## src/design/pfra_pkg.sv

```systemverilog
package pfra_pkg;

    localparam int ADDR_BITS  = 48;
    localparam int PAGE_SHIFT = 12;
    localparam int PAGE_BYTES = 1 << PAGE_SHIFT;
    localparam int FRAME_BITS = ADDR_BITS - PAGE_SHIFT;

    typedef logic [FRAME_BITS-1:0] frame_t;

    typedef enum logic [1:0] {
        OP_ADD     = 2'd0,
        OP_EXCLUDE = 2'd1,
        OP_ALLOC   = 2'd2,
        OP_NONE    = 2'd3
    } op_t;

    typedef enum logic [2:0] {
        ST_OK      = 3'd0,
        ST_IGNORED = 3'd1,
        ST_MIDDLE  = 3'd2,
        ST_OOM     = 3'd3,
        ST_FULL    = 3'd4
    } status_t;

    typedef struct packed {
        frame_t start_frame;
        frame_t frame_count;
        frame_t next_free;
        frame_t free_left;
    } area_t;

    typedef enum logic [2:0] {
        S_IDLE,
        S_SIMPLE,
        S_EX_RD,
        S_EX_MOD,
        S_EX_DONE,
        S_AL_CHK
    } state_t;

endpackage

```

## src/design/page_frame_region_allocator.sv

```systemverilog
// Channel   Dir  Signals                     Payload
// s_        in   s_tvalid s_tready           s_tdata: region_address, region_length
//                s_tdata s_tuser             s_tuser: op, usable
// m_        out  m_tvalid m_tready           m_tdata: frame_address
//                m_tdata m_tuser             m_tuser: status
//
// Alloc reads the area table memory once, and once more per exhausted area skipped.
// Add and undefined ops go through the S_SIMPLE state only.
// Exclude reads every stored area and writes back each one that is kept.
// Synchronous active-low reset clears control only; no clearing pass on the memory.
// A result waits in the output register; the final cycle of the next request
// holds while that register is still full.
module page_frame_region_allocator #(
    parameter int MAX_REGIONS = 16
) (
    input  logic                              aclk,
    input  logic                              aresetn,
    input  logic                              s_tvalid,
    output logic                              s_tready,
    input  logic [2*pfra_pkg::ADDR_BITS-1:0]  s_tdata,  // region_address, region_length
    input  logic [2:0]                        s_tuser,  // op[1:0], usable
    output logic                              m_tvalid,
    input  logic                              m_tready,
    output logic [pfra_pkg::ADDR_BITS-1:0]    m_tdata,  // frame_address
    output logic [2:0]                        m_tuser   // status
);

    localparam int AB    = pfra_pkg::ADDR_BITS;
    localparam int PS    = pfra_pkg::PAGE_SHIFT;
    localparam int FB    = pfra_pkg::FRAME_BITS;
    localparam int IDX_W = (MAX_REGIONS > 1) ? $clog2(MAX_REGIONS) : 1;
    localparam int CNT_W = $clog2(MAX_REGIONS + 1);

    pfra_pkg::state_t  state_reg, state_next;
    pfra_pkg::op_t     op_reg;
    logic [AB-1:0]     addr_reg, len_reg;
    logic              usable_reg;
    logic [AB:0]       bend_reg;

    logic [CNT_W-1:0]  total_reg, total_next;
    logic [CNT_W-1:0]  cur_reg, cur_next;
    logic [CNT_W-1:0]  r_reg, r_next;
    logic [CNT_W-1:0]  w_reg, w_next;
    logic [CNT_W-1:0]  curn_reg, curn_next;
    logic              mid_reg, mid_next;

    logic                 m_tvalid_reg, m_tvalid_next;
    logic [AB-1:0]        m_frame_reg, m_frame_next;
    pfra_pkg::status_t    m_status_reg, m_status_next;

    pfra_pkg::area_t   mem [MAX_REGIONS];
    pfra_pkg::area_t   rd_data_reg;
    logic              rd_en;
    logic [IDX_W-1:0]  rd_addr;
    logic              wr_en;
    logic [IDX_W-1:0]  wr_addr;
    pfra_pkg::area_t   wr_data;

    logic              accept;
    logic              out_free;
    logic [CNT_W-1:0]  cur_inc;

    logic [FB-1:0]     lo;
    logic [FB:0]       bend_frame;
    logic [FB+1:0]     hi;
    logic [FB:0]       add_first, add_last, frame_limit;
    logic              add_small;
    logic [FB-1:0]     add_count;

    logic [FB+1:0]     ex_s, ex_e, ex_lo;
    logic [FB:0]       ex_end;
    logic              ex_head, ex_drop, ex_tail, ex_mid;
    pfra_pkg::area_t   ex_area;

    assign accept   = s_tvalid && s_tready;
    assign out_free = !m_tvalid_reg || m_tready;
    assign cur_inc  = cur_reg + CNT_W'(1);

    assign s_tready = (state_reg == pfra_pkg::S_IDLE);
    assign m_tvalid = m_tvalid_reg;
    assign m_tdata  = m_frame_reg;
    assign m_tuser  = m_status_reg;

    // Page arithmetic on the held request
    assign lo          = addr_reg[AB-1:PS];
    assign bend_frame  = bend_reg[AB:PS];
    assign hi          = {1'b0, bend_frame} + (FB+2)'(|bend_reg[PS-1:0]);
    assign frame_limit = {1'b1, {FB{1'b0}}};
    assign add_first   = {1'b0, lo} + (FB+1)'(|addr_reg[PS-1:0]);
    assign add_last    = (bend_frame > frame_limit) ? frame_limit : bend_frame;
    assign add_small   = (len_reg <= AB'(pfra_pkg::PAGE_BYTES));
    assign add_count   = FB'(add_last - add_first);

    // Exclude trim on the entry just read
    assign ex_end  = {1'b0, rd_data_reg.start_frame} + {1'b0, rd_data_reg.frame_count};
    assign ex_s    = {2'b00, rd_data_reg.start_frame};
    assign ex_e    = {1'b0, ex_end};
    assign ex_lo   = {2'b00, lo};
    assign ex_head = (ex_lo <= ex_s) && (hi > ex_s);
    assign ex_drop = ex_head && (hi >= ex_e);
    assign ex_tail = !ex_head && (ex_lo < ex_e) && (hi >= ex_e);
    assign ex_mid  = !ex_head && !ex_tail &&
                     (((ex_lo > ex_s) && (ex_lo < ex_e)) || ((hi > ex_s) && (hi < ex_e)));

    always_comb begin
        ex_area = rd_data_reg;
        if (ex_head) begin
            ex_area.start_frame = FB'(hi);
            ex_area.frame_count = FB'(ex_e - hi);
            ex_area.next_free   = FB'(hi);
            ex_area.free_left   = FB'(ex_e - hi);
        end else if (ex_tail) begin
            ex_area.frame_count = FB'(ex_lo - ex_s);
            ex_area.next_free   = rd_data_reg.start_frame;
            ex_area.free_left   = FB'(ex_lo - ex_s);
        end
    end

    always_ff @(posedge aclk) begin
        if (wr_en) begin
            mem[wr_addr] <= wr_data;
        end
        if (rd_en) begin
            rd_data_reg <= mem[rd_addr];
        end
    end

    always_ff @(posedge aclk) begin
        if (!aresetn) begin
            state_reg    <= pfra_pkg::S_IDLE;
            total_reg    <= '0;
            cur_reg      <= '0;
            r_reg        <= '0;
            w_reg        <= '0;
            curn_reg     <= '0;
            mid_reg      <= 1'b0;
            m_tvalid_reg <= 1'b0;
        end else begin
            state_reg    <= state_next;
            total_reg    <= total_next;
            cur_reg      <= cur_next;
            r_reg        <= r_next;
            w_reg        <= w_next;
            curn_reg     <= curn_next;
            mid_reg      <= mid_next;
            m_tvalid_reg <= m_tvalid_next;
        end
    end

    always_ff @(posedge aclk) begin
        if (accept) begin
            op_reg     <= pfra_pkg::op_t'(s_tuser[1:0]);
            usable_reg <= s_tuser[2];
            addr_reg   <= s_tdata[AB-1:0];
            len_reg    <= s_tdata[2*AB-1:AB];
            bend_reg   <= {1'b0, s_tdata[AB-1:0]} + {1'b0, s_tdata[2*AB-1:AB]};
        end
        m_frame_reg  <= m_frame_next;
        m_status_reg <= m_status_next;
    end

    always_comb begin
        state_next    = state_reg;
        total_next    = total_reg;
        cur_next      = cur_reg;
        r_next        = r_reg;
        w_next        = w_reg;
        curn_next     = curn_reg;
        mid_next      = mid_reg;
        m_tvalid_next = m_tvalid_reg && !m_tready;
        m_frame_next  = m_frame_reg;
        m_status_next = m_status_reg;
        rd_en         = 1'b0;
        rd_addr       = cur_reg[IDX_W-1:0];
        wr_en         = 1'b0;
        wr_addr       = w_reg[IDX_W-1:0];
        wr_data       = ex_area;

        case (state_reg)
            pfra_pkg::S_IDLE: begin
                if (s_tvalid) begin
                    case (pfra_pkg::op_t'(s_tuser[1:0]))
                        pfra_pkg::OP_EXCLUDE: begin
                            r_next     = '0;
                            w_next     = '0;
                            curn_next  = '0;
                            mid_next   = 1'b0;
                            state_next = pfra_pkg::S_EX_RD;
                        end
                        pfra_pkg::OP_ALLOC: begin
                            rd_en      = 1'b1;
                            state_next = pfra_pkg::S_AL_CHK;
                        end
                        default: begin
                            state_next = pfra_pkg::S_SIMPLE;
                        end
                    endcase
                end
            end

            pfra_pkg::S_SIMPLE: begin
                if (out_free) begin
                    m_tvalid_next = 1'b1;
                    m_frame_next  = '0;
                    state_next    = pfra_pkg::S_IDLE;
                    if (op_reg != pfra_pkg::OP_ADD) begin
                        m_status_next = pfra_pkg::ST_IGNORED;
                    end else if (!usable_reg || add_small || (add_first >= add_last)) begin
                        m_status_next = pfra_pkg::ST_IGNORED;
                    end else if (total_reg >= CNT_W'(MAX_REGIONS)) begin
                        m_status_next = pfra_pkg::ST_FULL;
                    end else begin
                        m_status_next = pfra_pkg::ST_OK;
                        wr_en         = 1'b1;
                        wr_addr       = total_reg[IDX_W-1:0];
                        wr_data       = '{start_frame: add_first[FB-1:0],
                                          frame_count: add_count,
                                          next_free:   add_first[FB-1:0],
                                          free_left:   add_count};
                        total_next    = total_reg + CNT_W'(1);
                    end
                end
            end

            pfra_pkg::S_EX_RD: begin
                if (r_reg == total_reg) begin
                    state_next = pfra_pkg::S_EX_DONE;
                end else begin
                    rd_en      = 1'b1;
                    rd_addr    = r_reg[IDX_W-1:0];
                    state_next = pfra_pkg::S_EX_MOD;
                end
            end

            pfra_pkg::S_EX_MOD: begin
                // compact kept entries down to the write index
                if (!ex_drop) begin
                    wr_en  = 1'b1;
                    w_next = w_reg + CNT_W'(1);
                    if (r_reg < cur_reg) begin
                        curn_next = curn_reg + CNT_W'(1);
                    end
                end
                if (ex_mid) begin
                    mid_next = 1'b1;
                end
                r_next     = r_reg + CNT_W'(1);
                state_next = pfra_pkg::S_EX_RD;
            end

            pfra_pkg::S_EX_DONE: begin
                if (out_free) begin
                    m_tvalid_next = 1'b1;
                    m_frame_next  = '0;
                    m_status_next = mid_reg ? pfra_pkg::ST_MIDDLE : pfra_pkg::ST_OK;
                    total_next    = w_reg;
                    cur_next      = curn_reg;
                    state_next    = pfra_pkg::S_IDLE;
                end
            end

            pfra_pkg::S_AL_CHK: begin
                if (cur_reg >= total_reg) begin
                    if (out_free) begin
                        m_tvalid_next = 1'b1;
                        m_frame_next  = '0;
                        m_status_next = pfra_pkg::ST_OOM;
                        state_next    = pfra_pkg::S_IDLE;
                    end
                end else if (rd_data_reg.free_left == '0) begin
                    // skip an exhausted area
                    cur_next = cur_inc;
                    rd_en    = 1'b1;
                    rd_addr  = cur_inc[IDX_W-1:0];
                end else if (out_free) begin
                    wr_en             = 1'b1;
                    wr_addr           = cur_reg[IDX_W-1:0];
                    wr_data           = rd_data_reg;
                    wr_data.next_free = rd_data_reg.next_free + FB'(1);
                    wr_data.free_left = rd_data_reg.free_left - FB'(1);
                    if (rd_data_reg.free_left == FB'(1)) begin
                        cur_next = cur_inc;
                    end
                    m_tvalid_next = 1'b1;
                    m_frame_next  = AB'({rd_data_reg.next_free, {PS{1'b0}}});
                    m_status_next = pfra_pkg::ST_OK;
                    state_next    = pfra_pkg::S_IDLE;
                end
            end

            default: begin
                state_next = pfra_pkg::S_IDLE;
            end
        endcase
    end

endmodule

```

## config.mk

```make
export PLATFORM = sky130hd
export DESIGN_NAME = page_frame_region_allocator
export DESIGN_NICKNAME = d
export VERILOG_FILES = /design/src/design/pfra_pkg.sv /design/src/design/page_frame_region_allocator.sv
export SDC_FILE = /design/constraint.sdc
export NUM_CORES = 2
export LEC_CHECK = 0
export ABC_CLOCK_PERIOD_IN_PS = 48900
export BUFFER_PORTS_ARGS = -buffer_cell sky130_fd_sc_hd__buf_2
export CORE_MARGIN = 4
export CORE_UTILIZATION = 34
export DETAILED_ROUTE_END_ITERATION = 8
export HOLD_SLACK_MARGIN = 0.03
export PLACE_DENSITY = 0.52
export SYNTH_ARGS = -nofsm -noshare
export SYNTH_HDL_FRONTEND = slang
export SYNTH_SLANG_ARGS = --single-unit
```

## constraint.sdc

```tcl
create_clock -name aclk -period 48.9 [get_ports aclk]
set_clock_uncertainty 0.1 [all_clocks]
set_input_delay 4.89 -clock aclk [delete_from_list [all_inputs] [get_ports aclk]]
set_output_delay 4.89 -clock aclk [all_outputs]
set_load 0.02 [all_outputs]
```

==> key figures <==
Clock network
  • # clock sinks: 2677
  • CTS tree: yes
  • H-tree Lvls: 5
  • Num CTS Buffers: 291
  • CTS clk-pin slew, worst paths: 0.06 ns
  • Clock latency at the later pin of the worst-skew pair: 0.95 ns
  • Clock Tree Buf Depth: 4
  • Post-cts sizing count: 0
  • CTS Hold Bufs: 0
  • Post-CTS Setup Inserts: 0
  • Root buf cell: clkbuf_16

Timing
  • Post-layout minimum cycle time: 10.78 ns
  • Worst-margin pin slew: 1.63 ns
  • TNS Setup: 0 ns
  • Fin crit share: 22.0%
  • RSZ-0062 raised after global routing: no
  • Max Slew Vio Count: 6
  • Fin. Hold Viols: 0
  • Final setup viols: 0
  • Worst slew margin: -9.90%
  • Highest clock rate: 0.0927 GHz
  • Fin worst setup slack: 38.12 ns

Hold path
  • Worst min path class: reg -> reg

Synthesis
  • Synthesized Nets: 11372
  • Register area share after synthesis: 64.3%
  • Syn Std Cell Area: 125000 um2
  • Synth cell types: a little under 100
  • FFs w/ async S/R, synth: 0%
  • Register bit total from synthesis: 2677
  • Mapped Cells: 10935
  • Main synth FF type: edfxtp_1
  • Yosys warns: 0
  • EDFF count, synth: 2647
  • Syn avg cell area: 11.4 um2

Worst setup path
  • CP max stage cell: buf_4
  • WS Path Type: reg -> reg
  • CP bufs+invs: 5
  • Most used cell, CP: buf_4
  • Crit path DAT: 11.18 ns
  • Maximum fanout along the worst path: 42
  • Critical Path Source Type: register
  • R2R setup slack: roughly 38 ns
  • CP delay by family, top: buffers and inverters
  • Max incr delay on CP: 0.75 ns
  • CP required: around 49 ns
  • Worst setup EP type: register

Layout
  • FF+latch area: 80100 um2
  • Fill count: 34630
  • Nets: 11430
  • Post-Layout Cell Count: 16025
  • Area occupied by multi-input gates: 41200 um2
  • Max FFs per register: between 2000 and 2500
  • Layout area overhead: 12.9%
  • Share of cells above drive strength 1: under 10%

Global routing
  • First-pass GRT wire length: 654000 um
  • Total global-route track usage: about a quarter
  • Gr ovfl total: 0
  • Number of global-route vias before repair: 85878
  • Initial antenna violation count: 26
  • Largest net degree at the start of global routing: around 160

Route
  • DR pass1 iterations: 8
  • DRT Wirelength: 467000 um
  • WL/cell: between 20 and 30 um
  • Vias per cell: ~5.7
  • Starting DRT DRC Count: 11520
  • Vias: just over 90000
  • Post-route ant nets: 0
  • DRC: 0

Floorplan
  • Die area: around 380000 um2
  • Die height: 613 um
  • # rows: approximately 220
  • Chip width: 613 um
  • Number of I/O pins: around 160
  • Core area: about 360000 um2
  • Initial cell density of the core: 34.3%

Power and ir drop
  • Net Sw Power: 2730 uW
  • Pwr dens: 54.7 nW/um2
  • Combinational Power Share: between 20% and 30%
  • Clk network pwr share: 28.5%
  • P_int: around 5000 uW
  • Static leakage: 0.0501 uW
  • Worst vdd ir: 25.5 uV
  • Sequential Power Share: 42.6%
  • Net Sw Frac: approximately 36%

Job
  • Max Cap Viol: 2

Placement
  • RePlAce Congestion: 1.03
  • Pre-CTS setup slack: roughly 37 ns
  • Post-DP HPWL: 304000 um
  • Placed cells: 15494
  • PortBufs: around 160

Outcome
  • Status: finished with violations
  • Violated checks: max-capacitance violations, max-slew violations
cells by family after synthesis:
| logic type | share of synthesized area [%] |
|---|---|
| XOR/XNOR | 2.15 |
| AO/OA/AOI/OAI | 9.72 |
| multiplexers | 0.132 |
| AND/OR/NAND/NOR | 17.4 |
| buffers and inverters | 2.90 |
| flip-flops | 64.3 |
| adder cells (fa/ha/maj) | 3.44 |
Yosys cell counts, drive strengths merged, types with 41 or more instances:
master	number	share of area, %
inv	288	0.87
o21a	54	0.33
nand2	2688	8.1
nor3	91	0.37
and3	198	1.0
ha	329	3.3
a21o	134	0.81
nor4	55	0.29
a21oi	332	1.3
nor2b	41	0.21
edfxtp	2647	64
clkbuf	504	1.5
nand3	1314	5.3
a221o	41	0.33
nand4	69	0.36
xor2	117	0.82
nor2	294	0.89
a311oi	292	2.1
o211ai	62	0.37
buf	145	0.51
a31oi	195	0.99
o21ai	319	1.3
xnor2	173	1.2
cells in the final DEF (no fill, tap or decap), drive strengths merged, types with 55 or more instances in the layout:
master,instances
ha,329
edfxtp,2647
inv,302
nand3,1314
clkinv,119
buf,414
a21oi,332
nand2,2688
clkbuf,348
a311oi,292
nor4,55
a21o,134
o21ai,319
o211ai,62
a31oi,195
and3,198
nor3,91
nor2,294
xor2,117
nand4,69
xnor2,173
worst paths after layout:
check,from,cells after the start,to
worst max register to register,bend_reg[1],26,mem[10][4]
worst min-delay path,mid_reg,2,mid_reg
worst min register to register,mid_reg,2,mid_reg
worst max-delay path,bend_reg[1],26,mem[10][4]
power by group through the flow:
stage	clock network (uW)	registers, uW	logic [uW]
2_1_floorplan	0	3340	1090
3_3_place_gp	0	3320	2160
3_5_place_dp	0	3320	2170
4_1_cts	2230	3280	2170
5_1_grt	2320	3290	2320
6_report	2190	3280	2220
stage by stage:
stage / total power (uW) / area (um2) / hold slack (ns) / util [%]
finish: 7690 / 141000 / 0.348 / 38.7
detailed placement: 5490 / 131000 / 0.339 / 36.1
global route: 7940 / 141000 / 0.381 / 38.7
floorplan: 4430 / 125000 / 0.326 / -
CTS: 7680 / 141000 / 0.348 / 38.7
global placement: 5470 / 131000 / 0.337 / 36.1
worst register-to-register path: stages (launching register included):
cell and delay (ns):
edfxtp_1 0.36, nor4_1 0.62, nand3_1 0.31, ha_1 0.36, ha_1 0.24, nand3_1 0.33, nor2_1 0.16, nand3_1 0.15
xor2_1 0.71, inv_2 0.23, ha_1 0.37, a21o_1 0.18, a21o_1 0.17, a21o_1 0.18, a21oi_1 0.25, nor2_1 0.07
or4b_2 0.61, o22ai_1 0.39, a21o_4 0.46, a31oi_2 0.25, nor2_1 0.42, o211ai_1 0.37, nor2_4 0.16, buf_4 0.75
buf_4 0.73, buf_4 0.62, buf_4 0.79
routing by layer:
metal | vias to the layer above | track usage, % | part of all wire, %
li1 | 40479 | - | -
met1 | 46558 | 34.7 | 44
met2 | 4191 | 36.9 | 45
met3 | 667 | 3.66 | 7.9
met4 | 8 | 7.38 | 3.5
met5 | - | 0 | 0.012
cell type report:
cell class	instances	area share, %
sequential	2677	56.9
multi-input combinational	7320	29.3
clock buffer	348	5.39
tap	4794	4.26
timing repair buffer	414	2.07
clock inverter	168	1.23
inverter	289	0.771
antenna	15	0.0267
No activity file was read; power rests on OpenSTA's default activity.
